## config.mk

```make
export PLATFORM = sky130hd
export DESIGN_NAME = tap_tempo_bpm_estimator_top_flat
export DESIGN_NICKNAME = d
export VERILOG_FILES = /design/src/rtl/tte_pkg.sv /design/src/rtl/tte_if.sv /design/src/rtl/tte_gap_walk.sv /design/src/rtl/tte_divider.sv /design/src/rtl/tap_tempo_bpm_estimator_top.sv /design/src/flat_wrapper.sv
export SDC_FILE = /design/constraint.sdc
export NUM_CORES = 2
export LEC_CHECK = 0
export ABC_AREA = 1
export BUFFER_PORTS_ARGS = -buffer_cell sky130_fd_sc_hd__buf_4
export CAP_MARGIN = 10
export CORE_ASPECT_RATIO = 1.2
export CORE_MARGIN = 3
export CORE_UTILIZATION = 56
export DETAILED_ROUTE_END_ITERATION = 8
export GPL_TIMING_DRIVEN = 0
export PLACE_DENSITY = 0.78
export SKIP_CTS_REPAIR_TIMING = 1
export SLEW_MARGIN = 20
export SYNTH_ARGS = -nofsm -noshare
export SYNTH_HDL_FRONTEND = slang
export SYNTH_SLANG_ARGS = --single-unit
export TNS_END_PERCENT = 100
```

## constraint.sdc

```tcl
create_clock -name clk -period 13.2 [get_ports clk]
set_clock_uncertainty 0.1 [all_clocks]
set_input_delay 0.66 -clock clk [delete_from_list [all_inputs] [get_ports clk]]
set_output_delay 0.66 -clock clk [all_outputs]
set_load 0.01 [all_outputs]
```

## src/rtl/tte_pkg.sv

```systemverilog
`default_nettype none
// ----------------------------------------------------------------------------
// tte_pkg
// Shared widths, constants and types of the tap tempo estimator.
// ----------------------------------------------------------------------------
package tte_pkg;

  localparam int HISTORY_DEPTH = 8;
  localparam int NUM_GAPS      = HISTORY_DEPTH - 1;
  localparam int TIME_W        = 64;
  localparam int INTERVAL_W    = 32;
  localparam int CNT_W         = $clog2(HISTORY_DEPTH);
  localparam int STORED_W      = $clog2(HISTORY_DEPTH + 1);
  localparam int SUM_W         = INTERVAL_W + CNT_W;
  localparam int COL_W         = CNT_W + 1;
  localparam int BIT_CNT_W     = $clog2(TIME_W);
  localparam int K_W           = 44;
  localparam int NUM_W         = K_W + CNT_W;
  localparam int DIV_CNT_W     = $clog2(NUM_W);
  localparam int Q_W           = 17;
  localparam int CFG_IDX_W     = 2;

  // 60e9 ns per minute, times 256 for the q8 fraction
  localparam logic [TIME_W-1:0]     K_Q8       = 64'd15360000000000;
  localparam logic [Q_W-1:0]        BPM_Q8_LOW  = 17'd7680;
  localparam logic [Q_W-1:0]        BPM_Q8_HIGH = 17'd76800;
  localparam logic [INTERVAL_W-1:0] MIN_RESET   = 32'd200000000;
  localparam logic [INTERVAL_W-1:0] MAX_RESET   = 32'd3000000000;

  localparam logic [CFG_IDX_W-1:0] REG_MIN_INTERVAL = 2'd0;
  localparam logic [CFG_IDX_W-1:0] REG_MAX_INTERVAL = 2'd1;

  typedef enum logic [2:0] {
    ST_IDLE,
    ST_CMP_PREP,
    ST_CMP,
    ST_SUM_PREP,
    ST_SUM,
    ST_DIV_START,
    ST_DIV,
    ST_FINISH
  } state_t;

  typedef struct packed {
    logic clear;
    logic step;
    logic sum_pass;
    logic sum_en;
  } walk_ctrl_t;

  typedef struct packed {
    logic           done;
    logic           tempo_valid;
    logic [Q_W-1:0] q8;
  } div_res_t;

endpackage
`default_nettype wire

```

## src/rtl/tte_if.sv

```systemverilog
`default_nettype none
// ----------------------------------------------------------------------------
// tte_if
// Valid/ready channels of the tap tempo estimator: taps, tempo, register writes.
// ----------------------------------------------------------------------------
interface tte_tap_if import tte_pkg::*; ();
  logic              valid;
  logic              ready;
  logic [TIME_W-1:0] tap_time_ns;
  modport source (output valid, output tap_time_ns, input ready);
  modport sink   (input valid, input tap_time_ns, output ready);
endinterface

interface tte_tempo_if import tte_pkg::*; ();
  logic           valid;
  logic           ready;
  logic           tempo_valid;
  logic [Q_W-1:0] tempo_bpm_q8;
  modport source (output valid, output tempo_valid, output tempo_bpm_q8, input ready);
  modport sink   (input valid, input tempo_valid, input tempo_bpm_q8, output ready);
endinterface

interface tte_cfg_if import tte_pkg::*; ();
  logic                  valid;
  logic                  ready;
  logic [CFG_IDX_W-1:0]  index;
  logic [INTERVAL_W-1:0] data;
  modport source (output valid, output index, output data, input ready);
  modport sink   (input valid, input index, input data, output ready);
endinterface
`default_nettype wire

```

## src/rtl/tte_gap_walk.sv

```systemverilog
`default_nettype none
// ----------------------------------------------------------------------------
// tte_gap_walk
// Tap history as rotating shift registers, bit-serial interval subtract,
// bound compare and column sum of the kept intervals.
// ----------------------------------------------------------------------------
module tte_gap_walk import tte_pkg::*; (
  input  logic                  clk,
  input  logic                  rst,
  input  logic                  tap_load,
  input  logic [TIME_W-1:0]     tap_time,
  input  walk_ctrl_t            ctrl,
  input  logic [INTERVAL_W-1:0] min_interval,
  input  logic [INTERVAL_W-1:0] max_interval,
  output logic [SUM_W-1:0]      sum,
  output logic [CNT_W-1:0]      count
);

  logic [TIME_W-1:0]     hist [HISTORY_DEPTH];
  logic [STORED_W-1:0]   taps_stored;
  logic [INTERVAL_W-1:0] min_sh;
  logic [INTERVAL_W-1:0] max_sh;
  logic [NUM_GAPS-1:0]   borrow;
  logic [NUM_GAPS-1:0]   gt;
  logic [NUM_GAPS-1:0]   lt;
  logic [NUM_GAPS-1:0]   active;
  logic [NUM_GAPS-1:0]   kept;
  logic [NUM_GAPS-1:0]   gap_bit;
  logic [NUM_GAPS-1:0]   borrow_next;
  logic [CNT_W-1:0]      col_carry;
  logic [COL_W-1:0]      col;
  logic [SUM_W-1:0]      sum_sh;
  logic [CNT_W-1:0]      kept_cnt;

  // entry 0 is the newest tap, so gap k is entry k minus entry k+1
  always_comb begin
    for (int k = 0; k < NUM_GAPS; k++) begin
      gap_bit[k]     = hist[k][0] ^ ~hist[k+1][0] ^ borrow[k];
      borrow_next[k] = (hist[k][0] & ~hist[k+1][0]) | (hist[k][0] & borrow[k]) |
                       (~hist[k+1][0] & borrow[k]);
      active[k]      = taps_stored >= STORED_W'(k + 2);
    end
    kept = gt & lt & active;
  end

  always_comb begin
    col      = COL_W'(col_carry);
    kept_cnt = '0;
    for (int k = 0; k < NUM_GAPS; k++) begin
      col      = col + COL_W'(gap_bit[k] & kept[k]);
      kept_cnt = kept_cnt + CNT_W'(kept[k]);
    end
  end

  assign sum   = sum_sh;
  assign count = kept_cnt;

  always_ff @(posedge clk) begin
    if (tap_load) begin
      hist[0] <= tap_time;
      for (int i = 1; i < HISTORY_DEPTH; i++) begin
        hist[i] <= hist[i-1];
      end
    end else if (ctrl.step) begin
      // full turn of TIME_W steps leaves every entry as it was
      for (int i = 0; i < HISTORY_DEPTH; i++) begin
        hist[i] <= {hist[i][0], hist[i][TIME_W-1:1]};
      end
    end
  end

  always_ff @(posedge clk) begin
    if (rst) begin
      taps_stored <= '0;
    end else if (tap_load && taps_stored != STORED_W'(HISTORY_DEPTH)) begin
      taps_stored <= taps_stored + 1'b1;
    end
  end

  always_ff @(posedge clk) begin
    if (ctrl.clear) begin
      borrow <= '1;
      if (ctrl.sum_pass) begin
        col_carry <= '0;
        sum_sh    <= '0;
      end else begin
        gt     <= '0;
        lt     <= '0;
        min_sh <= min_interval;
        max_sh <= max_interval;
      end
    end else if (ctrl.step) begin
      borrow <= borrow_next;
      if (ctrl.sum_pass) begin
        col_carry <= col[COL_W-1:1];
        if (ctrl.sum_en) begin
          sum_sh <= {col[0], sum_sh[SUM_W-1:1]};
        end
      end else begin
        // lsb first: a differing higher bit overrides the verdict so far
        for (int k = 0; k < NUM_GAPS; k++) begin
          if (gap_bit[k] != min_sh[0]) gt[k] <= gap_bit[k];
          if (gap_bit[k] != max_sh[0]) lt[k] <= max_sh[0];
        end
        min_sh <= {1'b0, min_sh[INTERVAL_W-1:1]};
        max_sh <= {1'b0, max_sh[INTERVAL_W-1:1]};
      end
    end
  end

endmodule
`default_nettype wire

```

## src/rtl/tte_divider.sv

```systemverilog
`default_nettype none
// ----------------------------------------------------------------------------
// tte_divider
// Restoring divider, one quotient bit a cycle, with tempo range check.
// ----------------------------------------------------------------------------
module tte_divider import tte_pkg::*; (
  input  logic             clk,
  input  logic             rst,
  input  logic             start,
  input  logic [CNT_W-1:0] count,
  input  logic [SUM_W-1:0] divisor,
  output div_res_t         res
);

  logic [NUM_W-1:0]     num_sh;
  logic [SUM_W-1:0]     rem;
  logic [Q_W-1:0]       quo;
  logic                 ovf;
  logic                 nz;
  logic                 running;
  logic                 done;
  logic [DIV_CNT_W-1:0] div_cnt;
  logic [SUM_W:0]       shifted;
  logic                 ge;
  logic                 in_range;

  assign shifted  = {rem, num_sh[NUM_W-1]};
  assign ge       = shifted >= {1'b0, divisor};
  assign in_range = nz && !ovf && quo >= BPM_Q8_LOW &&
                    (quo < BPM_Q8_HIGH || (quo == BPM_Q8_HIGH && rem == '0));

  assign res.done        = done;
  assign res.tempo_valid = in_range;
  assign res.q8          = in_range ? quo : '0;

  always_ff @(posedge clk) begin
    if (rst) begin
      running <= 1'b0;
      done    <= 1'b0;
    end else begin
      done <= 1'b0;
      if (start) begin
        running <= count != '0;
        done    <= count == '0;
      end else if (running && div_cnt == DIV_CNT_W'(NUM_W - 1)) begin
        running <= 1'b0;
        done    <= 1'b1;
      end
    end
  end

  always_ff @(posedge clk) begin
    if (start) begin
      num_sh  <= NUM_W'(K_Q8 * TIME_W'(count));
      rem     <= '0;
      quo     <= '0;
      ovf     <= 1'b0;
      nz      <= count != '0;
      div_cnt <= '0;
    end else if (running) begin
      rem     <= ge ? SUM_W'(shifted - {1'b0, divisor}) : shifted[SUM_W-1:0];
      quo     <= {quo[Q_W-2:0], ge};
      // a set bit leaving the top means the tempo is far out of range
      ovf     <= ovf | quo[Q_W-1];
      num_sh  <= {num_sh[NUM_W-2:0], 1'b0};
      div_cnt <= div_cnt + 1'b1;
    end
  end

endmodule
`default_nettype wire

```

## src/rtl/tap_tempo_bpm_estimator_top.sv

```systemverilog
`default_nettype none
// ----------------------------------------------------------------------------
// tap_tempo_bpm_estimator_top
// Tap tempo estimator: BPM in q8 from the intervals of the latest taps.
// ----------------------------------------------------------------------------
// One tap request gives one tempo result, formed in two bit-serial turns of
// the 64-bit tap history (one to compare every interval with the bounds,
// one to add up the kept ones), then a state that forms the numerator, then
// the restoring divider. The next tap is taken as soon as the result sits
// in the output register, even if the sink has not yet taken it. Bound
// registers are written through the cfg channel, index 0 for the lower and
// index 1 for the upper bound; other indices are ignored. A single tap, no
// kept interval, or a tempo outside 30..300 BPM give tempo_valid low and zero.
module tap_tempo_bpm_estimator_top import tte_pkg::*; (
  input logic        clk,
  input logic        rst,
  tte_tap_if.sink    tap,
  tte_tempo_if.source tempo,
  tte_cfg_if.sink    cfg
);

  state_t                state;
  state_t                state_next;
  logic [BIT_CNT_W-1:0]  bit_cnt;
  logic [INTERVAL_W-1:0] min_interval;
  logic [INTERVAL_W-1:0] max_interval;
  logic                  tap_load;
  logic                  div_start;
  logic                  out_load;
  logic                  bit_last;
  walk_ctrl_t            walk_ctrl;
  div_res_t              div_res;
  logic [SUM_W-1:0]      sum;
  logic [CNT_W-1:0]      count;
  logic                  out_valid;
  logic                  out_tempo_valid;
  logic [Q_W-1:0]        out_q8;

  assign cfg.ready = 1'b1;
  assign bit_last  = bit_cnt == BIT_CNT_W'(TIME_W - 1);

  always_ff @(posedge clk) begin
    if (rst) begin
      min_interval <= MIN_RESET;
      max_interval <= MAX_RESET;
    end else if (cfg.valid) begin
      unique case (cfg.index)
        REG_MIN_INTERVAL: min_interval <= cfg.data;
        REG_MAX_INTERVAL: max_interval <= cfg.data;
        default: ;
      endcase
    end
  end

  always_comb begin
    state_next = state;
    unique case (state)
      ST_IDLE:      if (tap.valid) state_next = ST_CMP_PREP;
      ST_CMP_PREP:  state_next = ST_CMP;
      ST_CMP:       if (bit_last) state_next = ST_SUM_PREP;
      ST_SUM_PREP:  state_next = ST_SUM;
      ST_SUM:       if (bit_last) state_next = ST_DIV_START;
      ST_DIV_START: state_next = ST_DIV;
      ST_DIV:       if (div_res.done) state_next = ST_FINISH;
      ST_FINISH:    if (!out_valid || tempo.ready) state_next = ST_IDLE;
    endcase
  end

  always_comb begin
    tap.ready          = 1'b0;
    walk_ctrl          = '0;
    div_start          = 1'b0;
    out_load           = 1'b0;
    unique case (state)
      ST_IDLE:      tap.ready = 1'b1;
      ST_CMP_PREP:  walk_ctrl.clear = 1'b1;
      ST_CMP:       walk_ctrl.step = 1'b1;
      ST_SUM_PREP: begin
        walk_ctrl.clear    = 1'b1;
        walk_ctrl.sum_pass = 1'b1;
      end
      ST_SUM: begin
        walk_ctrl.step     = 1'b1;
        walk_ctrl.sum_pass = 1'b1;
        walk_ctrl.sum_en   = bit_cnt < BIT_CNT_W'(SUM_W);
      end
      ST_DIV_START: div_start = 1'b1;
      ST_DIV:       ;
      ST_FINISH:    out_load = !out_valid || tempo.ready;
    endcase
  end

  assign tap_load = tap.valid && tap.ready;

  always_ff @(posedge clk) begin
    if (rst) begin
      state <= ST_IDLE;
    end else begin
      state <= state_next;
    end
  end

  always_ff @(posedge clk) begin
    if (walk_ctrl.clear) begin
      bit_cnt <= '0;
    end else if (walk_ctrl.step) begin
      bit_cnt <= bit_cnt + 1'b1;
    end
  end

  tte_gap_walk u_walk (
    .clk          (clk),
    .rst          (rst),
    .tap_load     (tap_load),
    .tap_time     (tap.tap_time_ns),
    .ctrl         (walk_ctrl),
    .min_interval (min_interval),
    .max_interval (max_interval),
    .sum          (sum),
    .count        (count)
  );

  tte_divider u_div (
    .clk     (clk),
    .rst     (rst),
    .start   (div_start),
    .count   (count),
    .divisor (sum),
    .res     (div_res)
  );

  // output register parts the sink from the walk and divider
  always_ff @(posedge clk) begin
    if (rst) begin
      out_valid <= 1'b0;
    end else if (out_load) begin
      out_valid <= 1'b1;
    end else if (tempo.ready) begin
      out_valid <= 1'b0;
    end
  end

  always_ff @(posedge clk) begin
    if (out_load) begin
      out_tempo_valid <= div_res.tempo_valid;
      out_q8          <= div_res.q8;
    end
  end

  assign tempo.valid        = out_valid;
  assign tempo.tempo_valid  = out_tempo_valid;
  assign tempo.tempo_bpm_q8 = out_q8;

endmodule
`default_nettype wire
```

## src/flat_wrapper.sv

```systemverilog
// flat-port wrapper written by rule: the top's interface ports become plain ports
module tap_tempo_bpm_estimator_top_flat import tte_pkg::*;
  (clk, rst, tap_valid, tap_tap_time_ns, tap_ready, tempo_valid, tempo_tempo_valid, tempo_tempo_bpm_q8, tempo_ready, cfg_valid, cfg_index, cfg_data, cfg_ready);
  tte_tap_if tap_i ();
  tte_tempo_if tempo_i ();
  tte_cfg_if cfg_i ();
  input logic clk;
  input logic rst;
  input wire logic [$bits(tap_i.valid)-1:0] tap_valid;
  input wire logic [$bits(tap_i.tap_time_ns)-1:0] tap_tap_time_ns;
  output wire logic [$bits(tap_i.ready)-1:0] tap_ready;
  output wire logic [$bits(tempo_i.valid)-1:0] tempo_valid;
  output wire logic [$bits(tempo_i.tempo_valid)-1:0] tempo_tempo_valid;
  output wire logic [$bits(tempo_i.tempo_bpm_q8)-1:0] tempo_tempo_bpm_q8;
  input wire logic [$bits(tempo_i.ready)-1:0] tempo_ready;
  input wire logic [$bits(cfg_i.valid)-1:0] cfg_valid;
  input wire logic [$bits(cfg_i.index)-1:0] cfg_index;
  input wire logic [$bits(cfg_i.data)-1:0] cfg_data;
  output wire logic [$bits(cfg_i.ready)-1:0] cfg_ready;
  assign tap_i.valid = tap_valid;
  assign tap_i.tap_time_ns = tap_tap_time_ns;
  assign tap_ready = tap_i.ready;
  assign tempo_valid = tempo_i.valid;
  assign tempo_tempo_valid = tempo_i.tempo_valid;
  assign tempo_tempo_bpm_q8 = tempo_i.tempo_bpm_q8;
  assign tempo_i.ready = tempo_ready;
  assign cfg_i.valid = cfg_valid;
  assign cfg_i.index = cfg_index;
  assign cfg_i.data = cfg_data;
  assign cfg_ready = cfg_i.ready;
  tap_tempo_bpm_estimator_top u_core (.clk(clk), .rst(rst), .tap(tap_i), .tempo(tempo_i), .cfg(cfg_i));
endmodule
```

=== Word-level counts from Yosys, hierarchy flattened ===
Memory sizes are Yosys's and may differ from the RTL's.
Cells that the tools add are included.

* Multiplexer cells: 73
* $lt $le $gt $ge: 11
* $add $sub $neg: 17
* Reduce and logical (&&, ||, !) cells: 58
* Multiply operators: 1
* Bitwise logic cells: 74
* Equality and inequality tests: 35

{| class="wikitable"
|+ Operators by type and width
! operator !! count
|-
| $mux 64 || 8
|-
| $mux 32 || 8
|-
| $mux 35 || 6
|-
| $mux 47 || 2
|-
| $reduce_and 4->1 || 15
|-
| $mux 7 || 7
|-
| $reduce_bool 2->1 || 19
|-
| $ge 36x35->1 || 1
|-
| $logic_not 35->1 || 1
|-
| $sub 35x35->35 || 1
|-
| $mux 1 || 32
|-
| $and 1x1->1 || 28
|-
| $mul 25x3->28 const A || 1
|-
| $mux 3 || 9
|-
| $add 4x1->4 || 6
|-
| $pmux 3 s8 || 1
|-
| $or 1x1->1 || 23
|-
| $eq 17x17->1 const B || 1
|-
| $ge 17x13->1 const B || 1
|-
| $lt 17x17->1 const B || 1
|-
| $ge 4x3->1 const B || 4
|-
| $and 7x7->7 || 2
|-
| $ne 1x1->1 || 14
|-
| $xor 1x1->1 || 14
|-
| 28 further kinds || 64
|}

* Input bits: 103
* Word-level logic and storage cells: 305
* Memories kept: 1
* Output and inout bits: 21
* Bits in writable memories: 512
* Flip-flop bits (word level): 309

{| class="wikitable"
|+ Memory list
! name !! depth !! bits a word !! rd ports !! clocked after memory_dff !! write ports !! RTL line !! source
|-
| u_core.u_walk.hist || 8 || 64 || 8 || 0 || 8 || tte_gap_walk.sv:19 || <nowiki>logic [TIME_W-1:0] hist [HISTORY_DEPTH];</nowiki>
|}

=== Depth between registers and ports, before layout ===
An unclocked memory read counts as a cell.

* Depth after elaboration: 16
* Gate-level depth with buffers: 25
* Mapped depth without buffers: 25

=== Cells and area by module ===
Synthesis repeated with hierarchy kept, for this count alone.

* Cell total of the unflattened synthesis: 3871
* Area, all modules: 38483.2 µm²

{| class="wikitable"
|+ By module, submodules not included
! module !! sequential area each (µm²) !! instances !! area each (µm²) !! cells each
|-
| tte_gap_walk || 19078.3 || 1 || 27836.7 || 2312
|-
| tte_divider || 2092.0 || 1 || 7339.5 || 1169
|-
| tap_tempo_bpm_estimator_top || 2021.9 || 1 || 3306.9 || 390
|}

=== Least setup slack after synthesis ===
Ideal clock, no wire load.

* Kind: register to register
* Start: register u_core.state[0]
* End: memory u_core.u_walk.hist[0][0], enable pin
* Setup time: 3633 ps
* Arrival time: 9785 ps
* Period minus slack after synthesis: 13518 ps
* Data required time: 9467 ps
* Path buffers: 2
* Cell stages (with the launch flop): 9
* Setup slack: -318 ps
* Cell sequence: dfxtp_1 inv_1 ha_1 inv_1 nor2_2 nand2_1 clkbuf_1 clkbuf_1 nand2_1

{| class="wikitable"
|+ RTL lines
! element !! RTL line !! source
|-
| start: declaration || tap_tempo_bpm_estimator_top.sv:22 || <nowiki>state_t state;</nowiki>
|-
| start signal: assignment || tap_tempo_bpm_estimator_top.sv:99 || <nowiki>state <= state_next;</nowiki>
|-
| end: declaration || tte_gap_walk.sv:19 ||
|}

=== Final worst setup path ===
* Start: register u_core.u_walk.taps_stored[0]
* End: register u_core.u_div.num_sh[45], data pin

* Longest elaborated chain between the ends: 10
* Elaborated cells between the ends (all ways): 16
* Those cells by class: add/sub: 6; mul: 1; order compare: 7; mux: 1; bitwise: 1

{| class="wikitable"
|+ Ends and longest elaborated chain
! element !! RTL line !! source
|-
| start: declaration || tte_gap_walk.sv:20 || <nowiki>logic [STORED_W-1:0] taps_stored;</nowiki>
|-
| start signal: assignment || tte_gap_walk.sv:76 || <nowiki>taps_stored <= taps_stored + 1'b1;</nowiki>
|-
| $ge 4x2->1 || tte_gap_walk.sv:41 || <nowiki>active[k] = taps_stored >= STORED_W'(k + 2);</nowiki>
|-
| $and 7x7->7 (*) || tte_gap_walk.sv:43 || <nowiki>kept = gt & lt & active;</nowiki>
|-
| $add 1x1->2 || tte_gap_walk.sv:51 || <nowiki>kept_cnt = kept_cnt + CNT_W'(kept[k]);</nowiki>
|-
| $add 2x1->3 || tte_gap_walk.sv:51 ||
|-
| $add 3x1->3 (3 in series) || tte_gap_walk.sv:51 ||
|-
| $add 3x1->3 (*) || tte_gap_walk.sv:51 ||
|-
| $mul 25x3->28 (*) || tte_divider.sv:54 || <nowiki>num_sh <= NUM_W'(K_Q8 * TIME_W'(count));</nowiki>
|-
| $mux 47 (*) || tte_divider.sv:53 || <nowiki>if (start) begin</nowiki>
|-
| end signal: assignment || tte_divider.sv:54 ||
|-
| end signal: assignment || tte_divider.sv:65 || <nowiki>num_sh <= {num_sh[NUM_W-2:0], 1'b0};</nowiki>
|-
| end: declaration || tte_divider.sv:15 || <nowiki>logic [NUM_W-1:0] num_sh;</nowiki>
|}

Every way passes the cells marked *; elsewhere a longest branch is shown, timed or not.
A chain may end at the register's enable or synchronous reset.

==> impl_metrics.xml <==
<?xml version="1.0" encoding="UTF-8"?>
<metrics>
  <group name="run_status">
    <metric name="outcome" unit="">completed</metric>
  </group>
  <group name="place">
    <metric name="dpl-instance-area" unit="µm²">40100</metric>
    <metric name="gpl.final_weighted_congestion" unit="">0.969</metric>
    <metric name="port_buf_inserts" unit="">122</metric>
    <metric name="detailedPlace.worstSlack" unit="ps">7360</metric>
    <metric name="post-dp-hpwl" unit="µm">59900</metric>
  </group>
  <group name="clock_network">
    <metric name="clk_pin_slew_worst_paths" unit="ps">60</metric>
    <metric name="tritoncts" unit="">done</metric>
    <metric name="cts-htree-levels" unit="">3</metric>
    <metric name="tritoncts_num_sinks" unit="">821</metric>
    <metric name="insertion_delay" unit="ps">630</metric>
    <metric name="cts-buffers-inserted" unit="">81</metric>
    <metric name="clk_root_buffer_cell" unit="">clkbuf_16</metric>
    <metric name="max-clock-path-buffers" unit="">3</metric>
  </group>
  <group name="timing">
    <metric name="tightest_pin_transition" unit="ps">987</metric>
    <metric name="post_route_setup_tns" unit="ps">0</metric>
    <metric name="max_slew_margin" unit="%">34.2</metric>
    <metric name="max_freq" unit="MHz">171</metric>
    <metric name="setup_repair_after_global_routing_missed_its_margin" unit="">no</metric>
    <metric name="finalHoldViolCount" unit="">0</metric>
    <metric name="final-max-slew-violation-count" unit="">0</metric>
    <metric name="setup_viol" unit="">0</metric>
    <metric name="period_share" unit="%">44.4</metric>
    <metric name="finalWorstSetupSlack" unit="ps">7340</metric>
    <metric name="finalCriticalPeriod" unit="ps">5860</metric>
  </group>
  <group name="route">
    <metric name="dr.pass1.iters" unit="">5</metric>
    <metric name="route.detailed.wl_per_inst" unit="µm">16.5</metric>
    <metric name="post_detailed_routing_wire_length" unit="µm">83600</metric>
    <metric name="drc" unit="">0</metric>
    <metric name="routed-via-count" unit="">27018</metric>
    <metric name="ant_nets" unit="">0</metric>
    <metric name="vias_per_cell" unit="">5.33</metric>
    <metric name="drt_iter0_drc" unit="">2044</metric>
  </group>
  <group name="yosys">
    <metric name="synth-seq-cells" unit="">821</metric>
    <metric name="ys_warn_count" unit="">0</metric>
    <metric name="synth_largest_type_area_fraction" unit="%">53.7</metric>
    <metric name="predominant_post_synthesis_flop_cell" unit="">edfxtp_1</metric>
    <metric name="synth.net_count" unit="">4088</metric>
    <metric name="synth.top_cells.by_area" unit="">edfxtp_1 (54%), nand2_1 (11%), dfxtp_1 (7.7%)</metric>
    <metric name="synth_edf_count" unit="">675</metric>
    <metric name="synthDominantAreaCellType" unit="">edfxtp_1</metric>
    <metric name="ys_async_sr_fraction" unit="%">0</metric>
    <metric name="seq_area_frac_synth" unit="%">61.4</metric>
    <metric name="post_synth.cell_area_avg" unit="µm²">9.69</metric>
    <metric name="yosysUniqueCellTypes" unit="">52</metric>
    <metric name="synth.cell_area" unit="µm²">37700</metric>
    <metric name="postSynthCellCount" unit="">3897</metric>
  </group>
  <group name="floorplan">
    <metric name="floorplan.die_area" unit="µm²">70600</metric>
    <metric name="core_region_area" unit="µm²">66200</metric>
    <metric name="num_rows" unit="">103</metric>
    <metric name="floorplan.initialDensity" unit="%">57.0</metric>
    <metric name="die_w" unit="µm">243</metric>
    <metric name="ios" unit="">124</metric>
    <metric name="die_h" unit="µm">290</metric>
  </group>
  <group name="pwr">
    <metric name="power-per-cell-area" unit="nW/µm²">261</metric>
    <metric name="vdd.ir_drop.worst" unit="mV">0.165</metric>
    <metric name="internal_power" unit="W">0.00713</metric>
    <metric name="seqPwrFrac" unit="%">46.2</metric>
    <metric name="totalPowerFinal" unit="W">0.0111</metric>
    <metric name="power.static_leakage" unit="nW">18.4</metric>
    <metric name="power.switching" unit="W">0.00399</metric>
    <metric name="power.switching_fraction" unit="%">35.9</metric>
    <metric name="clock_power_share" unit="%">19.9</metric>
    <metric name="power_frac_comb" unit="%">33.9</metric>
  </group>
  <group name="layout">
    <metric name="num-nets-final" unit="">4303</metric>
    <metric name="final_design_area_no_fill" unit="µm²">42600</metric>
    <metric name="most_frequent_standard_cell_in_the_layout_excluding_fill_and_tap_cells" unit="">nand2_1</metric>
    <metric name="fin_util" unit="%">64.3</metric>
    <metric name="syn2layout_area_growth" unit="%">12.8</metric>
    <metric name="drive_above_1_share" unit="%">10.5</metric>
    <metric name="n_fill_cell" unit="">5233</metric>
    <metric name="highest_count_cells_in_the_layout_ignoring_fill_and_taps" unit="">nand2_1 (1084), edfxtp_1 (675), inv_1 (448)</metric>
  </group>
  <group name="worst_setup_path">
    <metric name="critical_path.reg2reg.startpoint" unit="">u_core.u_walk.taps_stored[0]</metric>
    <metric name="setup.reg_to_reg.worst_slack" unit="ps">7340</metric>
    <metric name="timing.rr.end" unit="">u_core.u_div.num_sh[45]</metric>
    <metric name="required" unit="ps">13460</metric>
    <metric name="critical_path.endpoint_type" unit="">flop</metric>
    <metric name="critPathArrivalTime" unit="ps">6120</metric>
    <metric name="crit_path_start_kind" unit="">flop</metric>
    <metric name="type_of_the_worst_setup_path" unit="">reg -&gt; reg</metric>
    <metric name="timing.reg2reg.worst_path_depth" unit="">21</metric>
    <metric name="crit_fanout" unit="">6</metric>
  </group>
  <group name="hold_path">
    <metric name="min_delay_worst_endpoint" unit="">u_core.min_interval[9]</metric>
    <metric name="hold_path_depth" unit="">3</metric>
    <metric name="min_from" unit="">cfg_data[9]</metric>
    <metric name="worst_hold_path_type" unit="">in -&gt; reg</metric>
  </group>
  <group name="global_routing">
    <metric name="number_of_antenna_violations_at_the_first_check_in_global_routing" unit="">1</metric>
    <metric name="grt_start_max_net_pins" unit="">102</metric>
    <metric name="grt_util_all_layers" unit="%">23.6</metric>
    <metric name="first_pass_grt_wire_length" unit="µm">135000</metric>
    <metric name="first_global_vias" unit="">26765</metric>
    <metric name="gr_overflow_total" unit="">0</metric>
  </group>
  <group name="flow_run">
    <metric name="cap_viol_max_count" unit="">0</metric>
  </group>
</metrics>
==> cell type report <==
| cell class | instances | area [µm²] | area share (%) |
|---|---|---|---|
| repair buffers | 132 | 1160 | 2.72 |
| clock buffers | 110 | 2240 | 5.26 |
| clock inverters | 35 | 277 | 0.649 |
| well taps | 892 | 1120 | 2.62 |
| diodes | 1 | 2.50 | 0.00588 |
| flip-flops and latches | 821 | 23200 | 54.5 |
| plain buffers | 177 | 832 | 1.95 |
| inverters | 456 | 1710 | 4.03 |
| multi-input cells | 2443 | 12000 | 28.3 |
==> synth_stat cells (64+ instances only) <==
master / count
mux2_2: 64
nand3_1: 97
ha_1: 66
o21ai_0: 349
dfxtp_1: 146
a21oi_1: 195
nor2_1: 385
edfxtp_1: 675
clkbuf_1: 84
inv_1: 448
buf_2: 70
nand2_1: 1086
==> logic make-up after synthesis <==
logic type	after synthesis	synth area share [%]
compound gates	600	8.21
xor+xnor	38	0.882
fa+ha+maj	88	3.35
buf+inv	633	6.74
flops	821	61.4
mux	64	1.91
other cells	1	0.00994
simple gates	1652	17.4
==> stage by stage <==
stage               cells  hold WS (ps)
global route         5067           155
detailed placement   4921           343
finish               5067           149
floorplan            3897           329
CTS                  5066           120
global placement     4911           342
==> state kept, by name (all words and copies together), names as in the netlist, 17 cells and up <==
signal,count
u_core.u_walk.sum,35
u_core.u_walk.hist,512
u_core.u_walk.max_sh,32
u_core.u_div.rem,35
u_core.max_interval,32
u_core.min_interval,32
u_core.u_walk.min_sh,32
u_core.u_div.quo,17
u_core.tempo.tempo_bpm_q8,17
u_core.u_div.num_sh,28
==> power by group through the flow <==
stage / sequential, W / combinational (W) / clock, W
after floorplan: 0.00534 / 0.00264 / 0
final: 0.00514 / 0.00377 / 0.00221
after global routing: 0.00526 / 0.00426 / 0.00235
after CTS: 0.00513 / 0.00379 / 0.00224
after detailed placement: 0.00517 / 0.00375 / 0
after global placement: 0.00558 / 0.00348 / 0
==> per-layer routing <==
metal  global-route usage, %  vias to the layer above  share of wire, %
met2                    42.0                      749                51
met4                    9.65                        0               3.8
met3                    3.33                      161               5.2
li1                        -                    13256                 -
met1                    28.9                    12852                40
met5                       0                        -                 0
==> worst max-delay path, cell delays in order (launching register included) <==
cell     delay, ps
dfxtp_1        440
inv_1          120
ha_1           200
nor2_1         120
a21oi_1        120
fa_1           560
inv_1           50
fa_1           470
inv_1           50
fa_1           350
inv_1           80
fa_1           510
fa_1           620
ha_1           340
fa_1           450
fa_1           420
nand2_1         90
a21oi_1         70
o21ai_0        160
nand2_1        100
xor2_1         130
o21ai_0         80
==> worst max-delay path by stage <==
stage	startpoint	end	slack (ps)
global placement	u_core.state[0]	u_core.u_walk.hist[0][30]	1660
global route	u_core.u_walk.taps_stored[0]	u_core.u_div.num_sh[45]	7010
CTS	u_core.u_walk.taps_stored[0]	u_core.u_div.num_sh[45]	7310
floorplan	u_core.state[0]	u_core.u_walk.hist[0][0]	4920
detailed placement	u_core.u_walk.taps_stored[0]	u_core.u_div.num_sh[45]	7360
finish	u_core.u_walk.taps_stored[0]	u_core.u_div.num_sh[45]	7340
Note: power is estimated with default switching activity, not from simulation.
